===== config.mk =====
export PLATFORM = sky130hd
export DESIGN_NAME = dnsc_div
export DESIGN_NICKNAME = d
export VERILOG_FILES = /design/src/hdl/dnsc_pkg.sv /design/src/hdl/dnsc_div.sv
export SDC_FILE = /design/constraint.sdc
export NUM_CORES = 1
export LEC_CHECK = 0
export ABC_AREA = 0
export BUFFER_PORTS_ARGS = -buffer_cell sky130_fd_sc_hd__buf_2
export CAP_MARGIN = 20
export CORE_MARGIN = 2
export CORE_UTILIZATION = 45
export CTS_BUF_LIST = sky130_fd_sc_hd__clkbuf_4 sky130_fd_sc_hd__clkbuf_8
export CTS_CLUSTER_SIZE = 10
export DETAILED_ROUTE_END_ITERATION = 16
export GPL_ROUTABILITY_DRIVEN = 0
export HOLD_SLACK_MARGIN = 0.15
export PLACE_DENSITY = 0.66
export SYNTH_ARGS = -nofsm -noshare
export SYNTH_HDL_FRONTEND = slang
export SYNTH_SLANG_ARGS = --single-unit

===== constraint.sdc =====
create_clock -name clk_i -period 2.9 [get_ports clk_i]
set_input_delay 0.145 -clock clk_i [delete_from_list [all_inputs] [get_ports clk_i]]
set_output_delay 0.145 -clock clk_i [all_outputs]
set_load 0.01 [all_outputs]

===== src/hdl/dnsc_pkg.sv =====
// types, constants and helper functions of the nearest-neighbor downscaler
// with alpha blend to rgb565; used by every other file of the block
package dnsc_pkg;

  localparam int unsigned DISP_COLS     = 240;
  localparam int unsigned MAX_IMAGE_DIM = 8191;

  localparam int unsigned DIM_W   = $clog2(MAX_IMAGE_DIM + 1);
  localparam int unsigned DW_W    = 8;
  localparam int unsigned DH_W    = 9;
  localparam int unsigned REM_W   = 9;
  localparam int unsigned CH_W    = 8;
  localparam int unsigned PIX_W   = 16;
  localparam int unsigned COL_W   = 8;
  localparam int unsigned ROW_W   = 9;
  localparam int unsigned OX_W    = 9;
  localparam int unsigned OY_W    = 10;
  localparam int unsigned SH_W    = 9;
  localparam int unsigned POS_W   = 11;
  localparam int unsigned CIDX_W  = 4;
  localparam int unsigned CDAT_W  = 16;
  localparam int unsigned DIV_STEPS = DIM_W;
  localparam int unsigned DCNT_W  = $clog2(DIV_STEPS);

  localparam logic [CH_W-1:0] ALPHA_OPAQUE = 8'd255;
  localparam logic [SH_W-1:0] DISP_ROWS_RST = 9'd400;

  typedef enum logic [CIDX_W-1:0] {
    CFG_IMAGE_WIDTH   = 4'd0,
    CFG_IMAGE_HEIGHT  = 4'd1,
    CFG_DRAW_WIDTH    = 4'd2,
    CFG_DRAW_HEIGHT   = 4'd3,
    CFG_ORIGIN_X      = 4'd4,
    CFG_ORIGIN_Y      = 4'd5,
    CFG_DISP_ROWS     = 4'd6,
    CFG_BACKGROUND    = 4'd7
  } dnsc_cfg_e;

  typedef struct packed {
    logic [DIM_W-1:0] w;
    logic [DIM_W-1:0] h;
    logic [DW_W-1:0]  dw;
    logic [DH_W-1:0]  dh;
    logic [DIM_W-1:0] col_q;
    logic [REM_W-1:0] col_r;
    logic [DIM_W-1:0] row_q;
    logic [REM_W-1:0] row_r;
  } dnsc_geom_t;

  typedef struct packed {
    logic [OX_W-1:0] origin_x;
    logic [OY_W-1:0] origin_y;
    logic [SH_W-1:0] disp_rows;
  } dnsc_place_t;

  typedef struct packed {
    logic             picked;
    logic [CH_W-1:0]  red;
    logic [CH_W-1:0]  green;
    logic [CH_W-1:0]  blue;
    logic [CH_W-1:0]  alpha;
    logic [COL_W-1:0] scol;
    logic [ROW_W-1:0] srow;
    logic             vis;
    logic             frame_end;
  } dnsc_stage_t;

  typedef struct packed {
    logic [DIM_W-1:0] pick;
    logic [REM_W-1:0] rem;
  } dnsc_adv_t;

  // pick += q, rem += r, carry one when rem reaches the draw size
  function automatic dnsc_adv_t dnsc_advance(logic [DIM_W-1:0] pick, logic [REM_W-1:0] rem,
                                             logic [DIM_W-1:0] q, logic [REM_W-1:0] r,
                                             logic [REM_W-1:0] d);
    logic [REM_W:0] sum;
    logic           wrap;
    dnsc_adv_t      res;
    sum = {1'b0, rem} + {1'b0, r};
    wrap = (sum >= {1'b0, d});
    res.rem = wrap ? REM_W'(sum - {1'b0, d}) : sum[REM_W-1:0];
    res.pick = pick + q + DIM_W'(wrap);
    return res;
  endfunction

  // (p*a + bg*(255-a) + 127) / 255, division as (x+1)*257 >> 16
  function automatic logic [CH_W-1:0] dnsc_blend8(logic [CH_W-1:0] p, logic [CH_W-1:0] bg,
                                                  logic [CH_W-1:0] a);
    logic signed [CH_W:0]   diff;
    logic signed [17:0]     prod;
    logic signed [17:0]     x;
    logic        [16:0]     y;
    logic        [24:0]     t;
    diff = $signed({1'b0, p}) - $signed({1'b0, bg});
    prod = $signed({1'b0, a}) * diff;
    x = $signed({2'b0, bg, 8'b0}) - $signed({10'b0, bg}) + 18'sd127 + prod;
    y = {1'b0, x[15:0]} + 17'd1;
    t = {8'b0, y} + {y, 8'b0};
    return t[23:16];
  endfunction

endpackage


===== src/hdl/dnsc_div.sv =====
// restoring divider, one quotient bit per cycle, for the pick step size
// depends on dnsc_pkg
module dnsc_div import dnsc_pkg::*; (
  input  logic             clk_i,
  input  logic             rst_ni,
  input  logic             start_i,
  input  logic [DIM_W-1:0] dividend_i,
  input  logic [REM_W-1:0] divisor_i,
  output logic [DIM_W-1:0] quot_o,
  output logic [REM_W-1:0] rem_o,
  output logic             busy_o
);

  logic              busy_q, busy_d;
  logic [DCNT_W-1:0] cnt_q, cnt_d;
  logic [DIM_W-1:0]  dq_q, dq_d;
  logic [REM_W-1:0]  acc_q, acc_d;
  logic [REM_W-1:0]  dvs_q, dvs_d;
  logic [DIM_W-1:0]  quot_q, quot_d;
  logic [REM_W-1:0]  rem_q, rem_d;
  logic [REM_W:0]    trial;
  logic              ge;

  always_comb begin
    trial  = {acc_q, dq_q[DIM_W-1]};
    ge     = (trial >= {1'b0, dvs_q});
    busy_d = busy_q;
    cnt_d  = cnt_q;
    dq_d   = dq_q;
    acc_d  = acc_q;
    dvs_d  = dvs_q;
    quot_d = quot_q;
    rem_d  = rem_q;
    if (start_i) begin
      busy_d = 1'b1;
      cnt_d  = '0;
      dq_d   = dividend_i;
      acc_d  = '0;
      dvs_d  = divisor_i;
    end else if (busy_q) begin
      acc_d = ge ? REM_W'(trial - {1'b0, dvs_q}) : trial[REM_W-1:0];
      dq_d  = {dq_q[DIM_W-2:0], ge};
      cnt_d = cnt_q + DCNT_W'(1);
      if (cnt_q == DCNT_W'(DIV_STEPS - 1)) begin
        busy_d = 1'b0;
        quot_d = dq_d;
        rem_d  = acc_d;
      end
    end
  end

  always_ff @(posedge clk_i or negedge rst_ni) begin
    if (!rst_ni) begin
      busy_q <= 1'b0;
      cnt_q  <= '0;
      quot_q <= DIM_W'(1);
      rem_q  <= '0;
    end else begin
      busy_q <= busy_d;
      cnt_q  <= cnt_d;
      quot_q <= quot_d;
      rem_q  <= rem_d;
    end
  end

  always_ff @(posedge clk_i) begin
    dq_q  <= dq_d;
    acc_q <= acc_d;
    dvs_q <= dvs_d;
  end

  assign quot_o = quot_q;
  assign rem_o  = rem_q;
  assign busy_o = busy_q;

endmodule


### Word level (Yosys, flattened, before mapping)

Index checks and enable logic that the tools add are counted.

* flip-flop bits (word level): 58
* bits in latches: 0
* RAM bits: 0
* bits in read-only memories: 0
* input bits: 25
* logic and storage cells: 22
* memories: 0

* add/sub/neg operators: 2
* $mul: 0
* div/mod/pow operators: 0
* $lt $le $gt $ge: 1
* eq/ne operators: 1
* shifts and indexed selects: 0
* mux-type cells: 8
* bitwise gates (word level): 1
* reduce and logical (&&, ||, !) cells: 2

Operator list (number)
* $mux 13: 2
* $ge 10x9->1: 1
* $mux 9: 1
* $sub 9x9->9: 1
* $mux 4: 2
* $add 4x1->4 const B: 1
* $eq 4x4->1 const B: 1
* $mux 1: 3
* $reduce_and 3->1: 1
* $reduce_bool 2->1: 1
* $not 1->1: 1

### Longest topological paths before layout

* word-level depth: 4
* gate-level depth with buffers: 10

### Worst setup path before layout

OpenSTA, ideal clock, no wires.

* kind: flip-flop to flip-flop
* start: register dq_q[12]
* end: register acc_q[0]
* setup time: 0.086 ns
* data arrival time: 2.430 ns
* data required time: 2.814 ns
* setup slack: 0.384 ns
* stages on the path, launching flop included: 10
* cells stage by stage: edfxtp_1 > inv_1 > ha_1 > inv_1 > fa_1 > a211oi_4 > o211ai_2 > a2111oi_4 > mux2_2 > a211oi_1

* cells in the longest elaborated chain, start to end: 2

RTL lines
* start, declared: line dnsc_div.sv:16 `logic [DIM_W-1:0] dq_q, dq_d;`
* start signal, assigned: line dnsc_div.sv:67 `dq_q <= dq_d;`
* $sub 9x9->9 or $ge 10x9->1 (tied branches): line dnsc_div.sv:41, dnsc_div.sv:26
* $mux 9 *: line dnsc_div.sv:41 `acc_d = ge ? REM_W'(trial - {1'b0, dvs_q}) : trial[REM_W-1:0];`
* end signal, assigned: line dnsc_div.sv:68 `acc_q <= acc_d;`
* end, declared: line dnsc_div.sv:17 `logic [REM_W-1:0] acc_q, acc_d;`

Mark *: on every way between the ends. The rest lies on a longest branch, timed or not.
A chain may end at the register's enable or synchronous reset.

### Worst setup path after layout

Same ends and word-level chain as after synthesis.

==> flow_metrics.tcl <==
set metrics [dict create \
    status "finished, final reports clean" \
    seq_area_frac_synth_pct 54.6 \
    dr.pass1.iters 4 \
    numCtsBuffers 9 \
    drc 0 \
    design.die.area_sq_um 6820 \
    synth_flop_cell "dfrtp_1" \
    stdcell_area_sq_um 3500 \
    async_reset_ff_share_pct 46.6 \
    cp_data_required_time_ns 3.14 \
    io_pins 48 \
    synth_cell_types 42 \
    regToRegStartpoint "dq_q[12]" \
    fin_skew_ns 0.0107 \
    initial_utilization_pct 46.6 \
    max_slew_margin_pct 58.8 \
    layout_setup_ws_ns 0.136 \
    setup_viol_count_final 0 \
    r2r-end "acc_q[0]" \
    fin_crit_sh_pct 95.3 \
    nets 368 \
    grt_max_degree 31 \
    worstHoldPathType "in -> reg" \
    path_clk_slew_ns 0.07 \
    io_buffers 47 \
    htree_levels 3 \
    syn2layout_area_growth_pct 26.0 \
    hpwlAfterDp_mm 4.06 \
    arrival_ns 3.00 \
    ir_worst_vdd_mv 0.319 \
    die_h_um 82.6 \
    core-area_sq_um 5960 \
    startpoint_type "flop" \
    syn_inst 257 \
    synth.cell_area_sq_um 2780 \
    slew_viol_final 0 \
    clock_sinks 58 \
    ys_seq_elements 58 \
    cap_viol_max_count 0 \
    ant_nets 0 \
    min_to "dq_q[0]" \
    antenna_cells 0 \
    num_rows 28 \
    final_common_cell "nand2_1" \
    yosysWarnings 0 \
    hold_depth 3 \
    drt_first_iter_violations 105 \
    nFillCells 528 \
    hp-start "dividend_i[0]" \
    grt.total_usage_pct 19.1 \
    die_w_um 82.6 \
    tritoncts "yes" \
    overflow 0 \
    cts_root_buf "clkbuf_8" \
    r2r_slack_ns 0.14 \
    p_per_area_nw_per_um2 725 \
    post-place-ws_ns 0.0923 \
    grt_pass1_vias 1899 \
    hold_viol 0 \
    p_leak_uw 0.00168 \
    period_needed_ns 2.76 \
    vias_per_cell 5.04 \
    synth_edf_count 22 \
    worstSkewPairLatency_ns 0.33 \
    postSynthAreaPerCell_sq_um 10.8 \
    grt_pass1_wl_mm 9.42 \
    endpoint_kind "flop" \
    vias 2073 \
    layout_common_cells "nand2_1 (54), buf_2 (47), dfrtp_1 (26)" \
    drt-wirelength-per-cell_um 14.6 \
    drive_gt1_share_pct 26.2 \
    cp_max_fo 3 \
    wl_mm 6.01 \
    r2r_cells 10 \
    antenna_found_initial 0 \
    crit_type "reg -> reg" \
    syn_nets 294 \
    clock.fmax_mhz 362 \
    place_area_sq_um 3080 \
    clk_path_buf_depth 2 \
    tightest_slew_ns 0.618 \
]
[critical path: stages (launching register included)]
cell,delay [ns]
edfxtp_1,0.37
inv_1,0.08
ha_1,0.16
inv_1,0.07
fa_2,0.38
a211oi_4,0.29
o211ai_2,0.14
a2111oi_4,0.44
buf_4,0.19
mux2_2,0.34
a211oi_1,0.22
[cell usage after synthesis, types with 2 or more instances]
cell type,number,area share [%]
nor2_1,17,2.3
ha_1,11,5.0
mux2i_1,9,3.2
xor2_1,6,1.9
nor2b_1,4,0.90
a211oi_1,4,1.1
nand2_1,54,7.3
edfxtp_1,22,24
o211ai_1,3,0.81
dfxtp_1,9,6.5
nand4_1,2,0.45
inv_1,17,2.3
mux2_2,13,5.3
nor3_1,3,0.54
dfrtp_1,26,23
o31ai_1,2,0.54
nand3_1,2,0.36
a31oi_1,2,0.45
nand2b_1,2,0.45
a21oi_1,6,1.1
o21ai_0,14,2.5
clkbuf_1,9,1.2
[how the worst max path moves through the flow]
stage                         from        to  slack [ns]
after detailed placement  dq_q[12]  acc_q[3]        0.09
after global placement    dq_q[12]  acc_q[4]        0.24
final                     dq_q[12]  acc_q[0]        0.14
after CTS                 dq_q[12]  acc_q[3]        0.08
after global routing      dq_q[12]  acc_q[0]       -0.02
after floorplan           dq_q[12]  acc_q[0]        0.38
[kinds of logic (layout without fill, tap and decap cells)]
group	count (synthesis)	after routing	share of synthesized area (%)
buffers and inverters	28	107	4.10
XOR/XNOR	7	7	2.21
AND/OR/NAND/NOR	86	86	12.8
AO/OA/AOI/OAI	44	44	12.1
flip-flops	58	58	54.6
multiplexers	22	22	8.51
adder cells (fa/ha/maj)	12	12	5.68
[where the power goes]
part / internal, uW / switching, uW
clock: 386 / 326
combinational: 370 / 422
sequential: 952 / 83.6
total: 1710 / 831
[final cells by class]
cell class | instances | area [sq um] | share of cell area, %
Sequential cell | 58 | 1520 | 43.4
Multi-Input combinational cell | 171 | 1150 | 32.8
Timing Repair Buffer | 74 | 493 | 14.1
Tap cell | 75 | 93.8 | 2.68
Clock inverter | 7 | 60.1 | 1.72
Clock buffer | 9 | 124 | 3.54
Inverter | 17 | 63.8 | 1.82
[flip-flops by register name, summed over array words and instances (netlist names)]
| signal | cells |
|---|---|
| dvs_q | 9 |
| busy_o | 1 |
| cnt_q | 4 |
| quot_o | 13 |
| acc_q | 9 |
| rem_o | 9 |
| dq_q | 13 |
[metrics by stage]
step	total power, uW	setup TNS [ns]	hold WS (ns)	instances	util, %
after floorplan	1620	0	-0.151	257	-
after global placement	1780	0	0.198	371	51.7
after detailed placement	1790	0	0.201	371	51.7
after CTS	2530	0	0.156	409	58.5
after global routing	2690	-0.0183	0.163	411	58.8
final	2540	0	0.177	411	58.8
[routing by layer]
metal  vias to the layer above  routed length [um]  GRT usage (%)
met4                         0                  68           8.85
met5                         -                   0              0
met3                         4                 337           4.57
met1                       969                2900           27.5
li1                       1033                   -              -
met2                        67                2700           27.3
[what timing repair did]
item,in CTS,in global routing
endpoints found under the setup margin,0,12
hold endpoints to repair,47,0
buffers inserted,0,2
gates resized for setup,0,1
hold buffers,22,0
Power figures use the tool's default switching activity.
